## config.mk

```make
export PLATFORM = sky130hd
export DESIGN_NAME = pneumatic_valve_setpoint_control_core
export DESIGN_NICKNAME = d
export VERILOG_FILES = /design/src/pvsc_pkg.sv /design/src/pneumatic_valve_setpoint_control_core.sv
export SDC_FILE = /design/constraint.sdc
export NUM_CORES = 2
export LEC_CHECK = 0
export BUFFER_PORTS_ARGS = -buffer_cell sky130_fd_sc_hd__buf_2
export CAP_MARGIN = 20
export CORE_AREA = 3 3 286 288
export DETAILED_ROUTE_END_ITERATION = 16
export DIE_AREA = 0 0 289 291
export PLACE_DENSITY = 0.77
export SYNTH_ARGS = -nofsm -noshare
export SYNTH_HDL_FRONTEND = slang
export SYNTH_SLANG_ARGS = --single-unit
export TNS_END_PERCENT = 20
```

## constraint.sdc

```tcl
create_clock -name clk -period 8.08 [get_ports clk]
set_input_delay 0.404 -clock clk [delete_from_list [all_inputs] [get_ports clk]]
set_output_delay 0.404 -clock clk [all_outputs]
set_load 0.05 [all_outputs]
```

## src/pvsc_pkg.sv

```systemverilog
// ----------------------------------------------------------------------------
// pvsc_pkg
// Shared types and constants of the pneumatic valve setpoint control core.
// ----------------------------------------------------------------------------
package pvsc_pkg;

  typedef enum logic [2:0] {
    S_IDLE,
    S_OPND,
    S_MUL,
    S_DIV,
    S_FIN,
    S_CHK,
    S_EVAL
  } state_t;

  // arithmetic jobs, run in this order
  localparam logic [1:0] OP_PUSER  = 2'd0;
  localparam logic [1:0] OP_SP     = 2'd1;
  localparam logic [1:0] OP_INFM   = 2'd2;
  localparam logic [1:0] OP_REFM   = 2'd3;

  // configuration register indexes
  localparam logic [2:0] REG_MIN_P   = 3'd0;
  localparam logic [2:0] REG_MAX_P   = 3'd1;
  localparam logic [2:0] REG_SAFETY  = 3'd2;
  localparam logic [2:0] REG_TIMEOUT = 3'd3;
  localparam logic [2:0] REG_DMARGIN = 3'd4;
  localparam logic [2:0] REG_USER_MIN = 3'd5;
  localparam logic [2:0] REG_USER_MAX = 3'd6;

  // valve commands
  localparam logic [1:0] VALVE_OFF = 2'd0;
  localparam logic [1:0] VALVE_INF = 2'd1;
  localparam logic [1:0] VALVE_DEF = 2'd2;

  localparam int DIV_STEPS = 33;   // quotient bits
  localparam logic [5:0] DIV_LAST = 6'(DIV_STEPS - 1);

  // |x|/10 and |x|/20 for |x| < 2^16: multiply by ceil(2^19/10), then shift
  localparam logic signed [16:0] RECIP_TEN    = 17'sd52429;
  localparam int                 REFILL_SHIFT = 19;
  localparam int                 INF_SHIFT    = 20;

  localparam logic signed [34:0] SAT_HI = 35'sd32767;
  localparam logic signed [34:0] SAT_LO = -35'sd32768;

endpackage

```

## src/pneumatic_valve_setpoint_control_core.sv

```systemverilog
// ----------------------------------------------------------------------------
// pneumatic_valve_setpoint_control_core
// Bang-bang pressure control step with hysteresis, timeouts and refill.
// Two range divisions share one restoring divider; the fixed margins use a
// reciprocal multiply on the same multiplier.
// ----------------------------------------------------------------------------
// channel | direction | handshake             | payload
// in_     | slave     | in_tvalid/in_tready   | in_tdata 72 b
// out_    | master    | out_tvalid/out_tready | out_tdata 24 b
// cfg_    | slave     | cfg_valid/cfg_ready   | cfg_index 3 b, cfg_data 31 b
//
// Each word runs two range jobs of operand, multiply, 33 divider steps and
// fixup, two margin jobs of operand, reciprocal multiply and fixup, then a
// timer check and the control step. in_tready is high only in idle; the
// result sits in an output register, and a stalled out_ holds the block in
// the last step. Synchronous active-low reset restores the register defaults.
// ----------------------------------------------------------------------------
module pneumatic_valve_setpoint_control_core (
  input  logic        clk,
  input  logic        rst_n,
  input  logic        in_tvalid,
  output logic        in_tready,
  // [15:0] pressure_raw, [31:16] setpoint_user, [32] trigger_flag,
  // [64:33] now_ms, [71:65] zero
  input  logic [71:0] in_tdata,
  output logic        out_tvalid,
  input  logic        out_tready,
  // [1:0] valve_command, [17:2] pressure_user, [18] inflating,
  // [19] deflating, [20] timed_out, [23:21] zero
  output logic [23:0] out_tdata,
  input  logic        cfg_valid,
  output logic        cfg_ready,
  input  logic [2:0]  cfg_index,
  input  logic [30:0] cfg_data
);

  pvsc_pkg::state_t state_r, state_nxt;

  // configuration
  logic signed [15:0] min_p_r, max_p_r, safety_r, umin_r, umax_r;
  logic [30:0]        timeout_r;
  logic [14:0]        dmargin_r;

  // control state
  logic               ia_r, da_r;
  logic signed [15:0] lsp_r;
  logic [31:0]        ist_r, dst_r;
  logic [1:0]         valve_r;

  // latched input word
  logic signed [15:0] p_r, spu_r;
  logic               trig_r;
  logic [31:0]        now_r;

  // divider path
  logic [1:0]         op_r;
  logic signed [16:0] xa_r, dc_r, den_r, c_r;
  logic               neg_r, zero_r;
  logic [32:0]        dq_r;
  logic [16:0]        div_r, rem_r;
  logic [5:0]         cnt_r;
  logic signed [15:0] puser_r, sp_r, infm_r, refm_r;
  logic               inf_to_r, def_to_r;

  logic               out_valid_r;
  logic [23:0]        out_data_r;

  logic               in_fire, emit;

  // --- state machine ---
  always_comb begin
    state_nxt = state_r;
    case (state_r)
      pvsc_pkg::S_IDLE: if (in_fire) state_nxt = pvsc_pkg::S_OPND;
      pvsc_pkg::S_OPND: state_nxt = pvsc_pkg::S_MUL;
      pvsc_pkg::S_MUL: begin
        if (op_r inside {pvsc_pkg::OP_INFM, pvsc_pkg::OP_REFM})
          state_nxt = pvsc_pkg::S_FIN;
        else
          state_nxt = pvsc_pkg::S_DIV;
      end
      pvsc_pkg::S_DIV:  if (cnt_r == pvsc_pkg::DIV_LAST) state_nxt = pvsc_pkg::S_FIN;
      pvsc_pkg::S_FIN: begin
        if (op_r == pvsc_pkg::OP_REFM) state_nxt = pvsc_pkg::S_CHK;
        else                           state_nxt = pvsc_pkg::S_OPND;
      end
      pvsc_pkg::S_CHK:  state_nxt = pvsc_pkg::S_EVAL;
      pvsc_pkg::S_EVAL: if (emit) state_nxt = pvsc_pkg::S_IDLE;
      default:          state_nxt = pvsc_pkg::S_IDLE;
    endcase
  end

  always_comb begin
    in_tready = (state_r == pvsc_pkg::S_IDLE);
    emit      = (state_r == pvsc_pkg::S_EVAL) && (!out_valid_r || out_tready);
  end

  assign in_fire    = in_tvalid && in_tready;
  assign cfg_ready  = 1'b1;
  assign out_tvalid = out_valid_r;
  assign out_tdata  = out_data_r;

  always_ff @(posedge clk) begin
    if (!rst_n) state_r <= pvsc_pkg::S_IDLE;
    else        state_r <= state_nxt;
  end

  // --- operand select ---
  logic signed [16:0] xa_nxt, dc_nxt, den_nxt, c_nxt;
  always_comb begin
    xa_nxt  = 17'(p_r) - 17'(min_p_r);
    dc_nxt  = 17'sd1;
    den_nxt = 17'sd1;
    c_nxt   = '0;
    case (op_r)
      pvsc_pkg::OP_PUSER: begin
        dc_nxt  = 17'(umax_r) - 17'(umin_r);
        den_nxt = 17'(max_p_r) - 17'(min_p_r);
        c_nxt   = 17'(umin_r);
      end
      pvsc_pkg::OP_SP: begin
        xa_nxt  = 17'(spu_r) - 17'(umin_r);
        dc_nxt  = 17'(max_p_r) - 17'(min_p_r);
        den_nxt = 17'(umax_r) - 17'(umin_r);
        c_nxt   = 17'(min_p_r);
      end
      pvsc_pkg::OP_INFM: dc_nxt = pvsc_pkg::RECIP_TEN;
      pvsc_pkg::OP_REFM: dc_nxt = pvsc_pkg::RECIP_TEN;
      default: ;
    endcase
  end

  // --- multiply, divide step, fixup ---
  logic signed [33:0] prod;
  logic [33:0]        prod_mag;
  logic [16:0]        den_mag;
  logic [17:0]        trial;
  logic signed [34:0] q_s, sum_s;
  logic signed [15:0] res;

  assign prod     = xa_r * dc_r;
  assign prod_mag = prod[33] ? 34'(-prod) : 34'(prod);
  assign den_mag  = den_r[16] ? 17'(-den_r) : 17'(den_r);
  assign trial    = {rem_r, dq_r[32]} - {1'b0, div_r};

  always_comb begin
    q_s   = neg_r ? -$signed({2'b00, dq_r}) : $signed({2'b00, dq_r});
    sum_s = q_s + 35'(c_r);
    if (zero_r)                    res = c_r[15:0];
    else if (sum_s > pvsc_pkg::SAT_HI) res = 16'sh7fff;
    else if (sum_s < pvsc_pkg::SAT_LO) res = -16'sh8000;
    else                           res = sum_s[15:0];
  end

  // --- control step ---
  logic signed [16:0] p17, sp17, inf_lim, def_lim, ref_lim;
  logic               ia_n, da_n, fired, ist_new, dst_new;
  logic signed [15:0] lsp_n;
  logic [31:0]        ist_n, dst_n;
  logic [1:0]         vs_n;

  always_comb begin
    p17     = 17'(p_r);
    sp17    = 17'(sp_r);
    inf_lim = sp17 - 17'(infm_r);
    def_lim = sp17 - $signed({2'b00, dmargin_r});
    ref_lim = sp17 - 17'(refm_r);
    vs_n    = (p_r > safety_r) ? pvsc_pkg::VALVE_OFF : valve_r;
    ia_n    = ia_r;
    da_n    = da_r;
    lsp_n   = lsp_r;
    ist_n   = ist_r;
    dst_n   = dst_r;
    ist_new = 1'b0;
    dst_new = 1'b0;
    fired   = 1'b0;
    if (lsp_r != sp_r && p_r < sp_r && trig_r) begin
      da_n    = 1'b0;
      vs_n    = pvsc_pkg::VALVE_INF;
      ia_n    = 1'b1;
      ist_n   = now_r;
      ist_new = 1'b1;
      lsp_n   = sp_r;
    end else if (p17 > inf_lim && ia_r) begin
      vs_n = pvsc_pkg::VALVE_OFF;
      ia_n = 1'b0;
    end else if (lsp_r != sp_r && p_r > sp_r && trig_r) begin
      ia_n    = 1'b0;
      vs_n    = pvsc_pkg::VALVE_DEF;
      da_n    = 1'b1;
      dst_n   = now_r;
      dst_new = 1'b1;
      lsp_n   = sp_r;
    end else if (p17 < def_lim && da_r) begin
      if (sp_r != 16'sd0) vs_n = pvsc_pkg::VALVE_OFF;
      da_n = 1'b0;
    end
    // a timer started in this step has zero elapsed time
    if (ia_n && inf_to_r && !ist_new) begin
      ia_n  = 1'b0;
      vs_n  = pvsc_pkg::VALVE_OFF;
      fired = 1'b1;
    end
    if (da_n && def_to_r && !dst_new) begin
      da_n  = 1'b0;
      vs_n  = pvsc_pkg::VALVE_OFF;
      fired = 1'b1;
    end
    if (!ia_n && !da_n && p17 < ref_lim && !trig_r) begin
      vs_n  = pvsc_pkg::VALVE_INF;
      ia_n  = 1'b1;
      ist_n = now_r;
    end
  end

  // --- registers ---
  always_ff @(posedge clk) begin
    if (!rst_n) begin
      min_p_r     <= 16'sd0;
      max_p_r     <= 16'sd32767;
      safety_r    <= 16'sd32767;
      timeout_r   <= 31'd5000;
      dmargin_r   <= 15'd500;
      umin_r      <= 16'sd0;
      umax_r      <= 16'sd100;
      ia_r        <= 1'b0;
      da_r        <= 1'b0;
      lsp_r       <= 16'sd0;
      ist_r       <= '0;
      dst_r       <= '0;
      valve_r     <= pvsc_pkg::VALVE_OFF;
      out_valid_r <= 1'b0;
      op_r        <= pvsc_pkg::OP_PUSER;
      cnt_r       <= '0;
    end else begin
      if (cfg_valid && cfg_ready) begin
        case (cfg_index)
          pvsc_pkg::REG_MIN_P:    min_p_r   <= cfg_data[15:0];
          pvsc_pkg::REG_MAX_P:    max_p_r   <= cfg_data[15:0];
          pvsc_pkg::REG_SAFETY:   safety_r  <= cfg_data[15:0];
          pvsc_pkg::REG_TIMEOUT:  timeout_r <= cfg_data;
          pvsc_pkg::REG_DMARGIN:  dmargin_r <= cfg_data[14:0];
          pvsc_pkg::REG_USER_MIN: umin_r    <= cfg_data[15:0];
          pvsc_pkg::REG_USER_MAX: umax_r    <= cfg_data[15:0];
          default: ;
        endcase
      end
      if (emit)                           out_valid_r <= 1'b1;
      else if (out_valid_r && out_tready) out_valid_r <= 1'b0;
      case (state_r)
        pvsc_pkg::S_IDLE: op_r <= pvsc_pkg::OP_PUSER;
        pvsc_pkg::S_MUL:  cnt_r <= '0;
        pvsc_pkg::S_DIV:  cnt_r <= cnt_r + 6'd1;
        pvsc_pkg::S_FIN:  op_r <= op_r + 2'd1;
        pvsc_pkg::S_EVAL: begin
          if (emit) begin
            ia_r        <= ia_n;
            da_r        <= da_n;
            lsp_r       <= lsp_n;
            ist_r       <= ist_n;
            dst_r       <= dst_n;
            valve_r     <= vs_n;
          end
        end
        default: ;
      endcase
    end
  end

  always_ff @(posedge clk) begin
    if (in_fire) begin
      p_r    <= in_tdata[15:0];
      spu_r  <= in_tdata[31:16];
      trig_r <= in_tdata[32];
      now_r  <= in_tdata[64:33];
    end
    case (state_r)
      pvsc_pkg::S_OPND: begin
        xa_r  <= xa_nxt;
        dc_r  <= dc_nxt;
        den_r <= den_nxt;
        c_r   <= c_nxt;
      end
      pvsc_pkg::S_MUL: begin
        neg_r  <= prod[33] ^ den_r[16];
        zero_r <= (den_r == 17'sd0);
        case (op_r)
          pvsc_pkg::OP_INFM: dq_r <= 33'(prod_mag >> pvsc_pkg::INF_SHIFT);
          pvsc_pkg::OP_REFM: dq_r <= 33'(prod_mag >> pvsc_pkg::REFILL_SHIFT);
          default:           dq_r <= prod_mag[32:0];
        endcase
        div_r  <= den_mag;
        rem_r  <= '0;
      end
      pvsc_pkg::S_DIV: begin
        if (!trial[17]) begin
          rem_r <= trial[16:0];
          dq_r  <= {dq_r[31:0], 1'b1};
        end else begin
          rem_r <= {rem_r[15:0], dq_r[32]};
          dq_r  <= {dq_r[31:0], 1'b0};
        end
      end
      pvsc_pkg::S_FIN: begin
        case (op_r)
          pvsc_pkg::OP_PUSER: puser_r <= res;
          pvsc_pkg::OP_SP:    sp_r    <= res;
          pvsc_pkg::OP_INFM:  infm_r  <= res;
          pvsc_pkg::OP_REFM:  refm_r  <= res;
          default: ;
        endcase
      end
      pvsc_pkg::S_CHK: begin
        inf_to_r <= (now_r - ist_r) > {1'b0, timeout_r};
        def_to_r <= (now_r - dst_r) > {1'b0, timeout_r};
      end
      pvsc_pkg::S_EVAL: begin
        if (emit) out_data_r <= {3'b000, fired, da_n, ia_n, puser_r, vs_n};
      end
      default: ;
    endcase
  end

endmodule

```

Word level (Yosys, flattened, before mapping)
Cells that the tools add are included.
Word-level totals
  register bits after elaboration: 511
  bits of input ports: 111
  output and inout bits: 27
  logic and storage cells: 195
Operators by class
  $add $sub $neg: 16
  multipliers: 1
  $lt $le $gt $ge: 10
  equal/unequal tests: 21
  mux-type cells: 54
  bitwise operators: 3
  reduce and logical (&&, ||, !) cells: 51
Operators by type and width (count)
  one-hot mux 33 bit (2 select lines): 2
  subtractor 16 x 16 -> 17 bit: 7
  two-way mux 16 bit: 7
  one-hot mux 17 bit (2 select lines): 3
  > comparator 32 x 31 -> 1 bit: 2
  two-way mux 32 bit: 2
  subtractor 32 bit: 2
  one-hot mux 17 bit (3 select lines): 1
  adder 35 x 17 -> 35 bit: 1
  > comparator 35 x 16 -> 1 bit, second input constant: 1
  less-than comparator 35 x 16 -> 1 bit, second input constant: 1
  two-way mux 35 bit: 1
  negation 33 -> 35 bit: 1
  less-than comparator 16 x 17 -> 1 bit: 2
  multiplier 17 x 17 -> 34 bit: 1
  two-way mux 17 bit: 2
  two-way mux 34 bit: 1
  negation 34 bit: 1
  > comparator 16 bit: 2
  AND reduction 2 bit: 12
  one-hot mux 3 bit (7 select lines): 1
  equality test 3 bit, second input constant: 6
  two-way mux 1 bit: 18
  two-way mux 2 bit: 9
  other kinds (31): 70

Longest topological paths before layout
  word-level depth: 16
  depth in mapped cells: 31
  depth with buffers taken out: 28

Worst setup path after synthesis
Ideal clock, no wire load.
  kind: reg-to-reg
  from: register xa_r[16]
  to: register dq_r[0], data pin
  setup time: 0.272 ns
  data arrival time: 7.260 ns
  required time: 7.808 ns
  path slack: 0.548 ns
  stages on the path, launching flop included: 28
  path buffers: 4
  period minus slack after synthesis: 7.532 ns
  cell sequence: edfxtp_1 clkbuf_1 nand2_1 inv_1 fa_1 inv_1 fa_1 inv_1 fa_1 fa_1 fa_1 inv_1 fa_1 inv_1 ha_1 clkbuf_1 a21o_1 a21o_1 o311ai_0 a31oi_1 a41oi_1 o311a_1 clkbuf_1 clkbuf_1 a21oi_1 xnor2_1 a2111oi_0 a21oi_1
On the way
  longest elaborated chain between the ends: 5
Ends and longest elaborated chain
  from (decl): line pneumatic_valve_setpoint_control_core.sv:57  | logic signed [16:0] xa_r, dc_r, den_r, c_r;
  from (signal assigned): line pneumatic_valve_setpoint_control_core.sv:279  | xa_r <= xa_nxt;
  multiplier 17 x 17 -> 34 bit (*): line pneumatic_valve_setpoint_control_core.sv:141  | assign prod = xa_r * dc_r;
  negation 34 bit: line pneumatic_valve_setpoint_control_core.sv:142  | assign prod_mag = prod[33] ? 34'(-prod) : 34'(prod);
  two-way mux 34 bit (*): line pneumatic_valve_setpoint_control_core.sv:142
  one-hot mux 33 bit (2 select lines) (*): line pneumatic_valve_setpoint_control_core.sv:287  | case (op_r)
  one-hot mux 33 bit (2 select lines) (*): line pneumatic_valve_setpoint_control_core.sv:277  | case (state_r)
  to (signal assigned): line pneumatic_valve_setpoint_control_core.sv:288  | pvsc_pkg::OP_INFM: dq_r <= 33'(prod_mag >> pvsc_pkg::INF_SHIFT);
  to (signal assigned): line pneumatic_valve_setpoint_control_core.sv:289  | pvsc_pkg::OP_REFM: dq_r <= 33'(prod_mag >> pvsc_pkg::REFILL_SHIFT);
  to (signal assigned): line pneumatic_valve_setpoint_control_core.sv:290  | default: dq_r <= prod_mag[32:0];
  to (decl): line pneumatic_valve_setpoint_control_core.sv:59  | logic [32:0] dq_r;
Mark *: on every way between the ends. The rest lies on a longest branch, timed or not.
A chain may end at the register's enable or synchronous reset.

Worst setup path after layout
  from: register xa_r[5]
  to: register dq_r[9], data pin
The elaborated chain is that of the path after synthesis.

==> results.md <==
* Outcome: complete, no violations
* Hold Path Class: in2reg
* FF-to-FF path depth at 25
* Slew of the pin with the lowest slew margin at ~1 ns
* Worst slack at placement at around 0.21 ns
* Total GRT Usage at 28.4%
* Critical Path AT at 8.20 ns
* Post-synth EDFFs at ~290
* Post-Syn Instances at 5,117
* First-pass GRT wire length at 191,000 um
* Final min period at 7.84 ns
* Starting Density at roughly three fifths
* Main synth FF type: edfxtp_1
* R2R Setup Slk at 0.24 ns
* CP Class: reg2reg
* Yosys cell types at 91
* Initial antenna violation count at 8
* Slowest stage delay, CP at 0.56 ns
* Fin. max-slew vios at 0
* Post-synth ARST share at 0%
* Largest net degree at the start of global routing at 95
* Root Buffer: clkbuf_16
* Total gr overflow at 0
* Die width at 289 um
* First-pass DRT Iterations at 5
* Ys Warns at 0
* Slew headroom at approximately 34%
* CP endpoint kind: flop
* Critical-path maximum fanout at 10
* Synth-to-layout area growth at 11.1%
* Final std cells w/o fill at 6,416
* #FFs+latches synth at 510
* Post-DP HPWL at about 90,000 um
* Hold Path End: timeout_r[28]
* RR Endpoint: dq_r[9]
* Critical Path Start: xa_r[5]
* Setup TNS at 0 ns
* Syn_area_per_cell at 8.97 sq um
* Slowest-stage cell, CP: fa_1
* Mapped Area at 45,900 sq um
* CTS HTree Levels at 2
* Final worst-path setup slack at 0.242 ns
* Sequential share of the synthesized area at 28.5%
* Input/output buffers at 126
* IO Count at 138
* R2R Path Start: xa_r[5]
* Final net count at ~6,200
* CTS tree: built
* CP startpoint kind: flop
* Clock slew at reported path FFs at 0.06 ns
* Share of the clock period used by the worst path at 97.0%
* WL final at 120,000 um
* Max_cap viols at 0
* Clock Tree Buf Depth at 3
* Final Wtd Congestion at 0.913
* Core area at 79,100 sq um
* Worst EP required at 8.44 ns
* Vias in the first global route at between 30,000 and 40,000
* Wire length per cell at 18.7 um
* Post-placement cell count at slightly above 6,000
* Worst Hold Launch: cfg_data[28]
* Most frequent CP cell: fa_1
* Skew final at approximately 0.046 ns
* Share of cells above drive strength 1 at ~7%
* Clock sink count at 510
* Row Count at 103
* Clk_lat worst skew at ~0.65 ns
* Final ANT Viol Nets at 0
* Peak Freq at 128 MHz
* Total number of vias at about 37,000
* Die area at about 84,000 sq um
* Die Y at 291 um
* Total CTS buffers at 59
* DRC at 0
* Final Hold Viols at 0
* Worst Hold Depth at 3
* Setup-failing EPs final at 0
* DRT iter0 DRCs at 2,586
* Avg Vias per Cell at 5.76
worst max-delay path, delay by kind of cell (launching register included):
kind / cells / cell delay [ns]
AO/OA/AOI/OAI: 4 / 1.22
XOR/XNOR: 1 / 0.22
adder cells (fa/ha/maj): 7 / 3.52
buffers and inverters: 6 / 0.55
flip-flops: 1 / 0.42
AND/OR/NAND/NOR: 7 / 1.62
cell usage in the layout, fill, tap and decap left out, types with 156 or more instances in the layout:
master	instances
ha_1	461
fa_1	307
and2_1	156
nor2_1	205
edfxtp_1	288
inv_1	682
nand2_1	659
a21oi_1	254
xnor2_1	224
dfxtp_1	222
o21ai_0	221
flip-flops by register name (all words and copies together), names as in the netlist, 16 cells and up:
signal / flops
puser_r: 16
spu_r: 16
p_r: 16
out_tdata: 21
umin_r: 16
den_r: 17
infm_r: 16
now_r: 32
min_p_r: 16
xa_r: 17
dst_r: 32
safety_r: 16
umax_r: 16
rem_r: 17
ist_r: 32
c_r: 16
refm_r: 16
sp_r: 16
timeout_r: 31
div_r: 17
dq_r: 33
dc_r: 17
lsp_r: 16
max_p_r: 16
layout make-up:
cell class / count / area, sq um
Antenna cell: 3 / 7.51
Clock buffer: 78 / 1680
Clock inverter: 29 / 365
Fill cell: 6397 / 28100
Inverter: 684 / 2570
Multi-Input combinational cell: 3751 / 29600
Sequential cell: 510 / 13100
Tap cell: 1050 / 1310
Timing Repair Buffer: 311 / 2380
what timing repair did:
item,CTS,global route
hold endpoints to repair,73,0
buffers inserted,0,42
hold buffers,73,0
setup endpoints to repair,0,25
resized for setup,0,4
logic make-up after synthesis:
logic type | count (synthesis) | synth area share [%]
flip-flops | 510 | 28.5
adder cells (fa/ha/maj) | 769 | 26.0
AO/OA/AOI/OAI | 1086 | 15.6
multiplexers | 28 | 0.616
XOR/XNOR | 309 | 5.94
AND/OR/NAND/NOR | 1555 | 16.3
other | 2 | 0.0164
buffers and inverters | 858 | 7.08
cells in the mapped netlist (39+ instances only):
cell        n  share of area, %
nand2_1   661               5.4
o21ai_0   222               2.4
nand2b_1   62              0.85
or3_1      39              0.53
nor2_1    206               1.7
inv_1     682               5.6
o211ai_1   40              0.65
edfxtp_1  288                19
ha_1      462                13
nand3_1   140               1.5
nor3_1     60              0.65
o21a_1     49              0.80
clkbuf_1  154               1.3
xor2_1     82               1.6
and2_1    157               2.1
nand4_1    39              0.53
a21o_1     93               1.5
fa_1      307                13
a21boi_0  149               2.4
nor2b_1    82               1.1
dfxtp_1   222               9.7
a21oi_1   255               2.8
o31ai_1    40              0.65
xnor2_1   225               4.3
stage by stage:
| step | cell area (sq um) | hold WS (ns) | utilization (%) |
|---|---|---|---|
| final | 51000 | 0.0264 | 64.5 |
| after global routing | 51000 | 0.0278 | 64.5 |
| after CTS | 50500 | 0.000799 | 63.8 |
| after detailed placement | 47700 | 0.405 | 60.3 |
| after global placement | 47700 | 0.401 | 60.3 |
| after floorplan | 45900 | 0.400 | - |
worst max path at each step:
stage,to,slack (ns),cells past startpoint
after floorplan,dq_r[0],0.55,27
after global placement,dq_r[12],0.27,24
after detailed placement,dq_r[9],0.21,23
after CTS,dq_r[4],0.17,24
after global routing,dq_r[9],-0.07,24
final,dq_r[9],0.24,25
metal layers:
layer	routed length, um	GRT usage (%)	vias to the layer above
li1	-	-	17800
met3	7880	3.92	275
met2	57100	47.6	1151
met5	28	0	-
met4	5610	11.8	4
met1	49300	36.8	17800
Power is not shown: default switching activity piles up to over one toggle a cycle in this logic, so the estimate is an artifact.
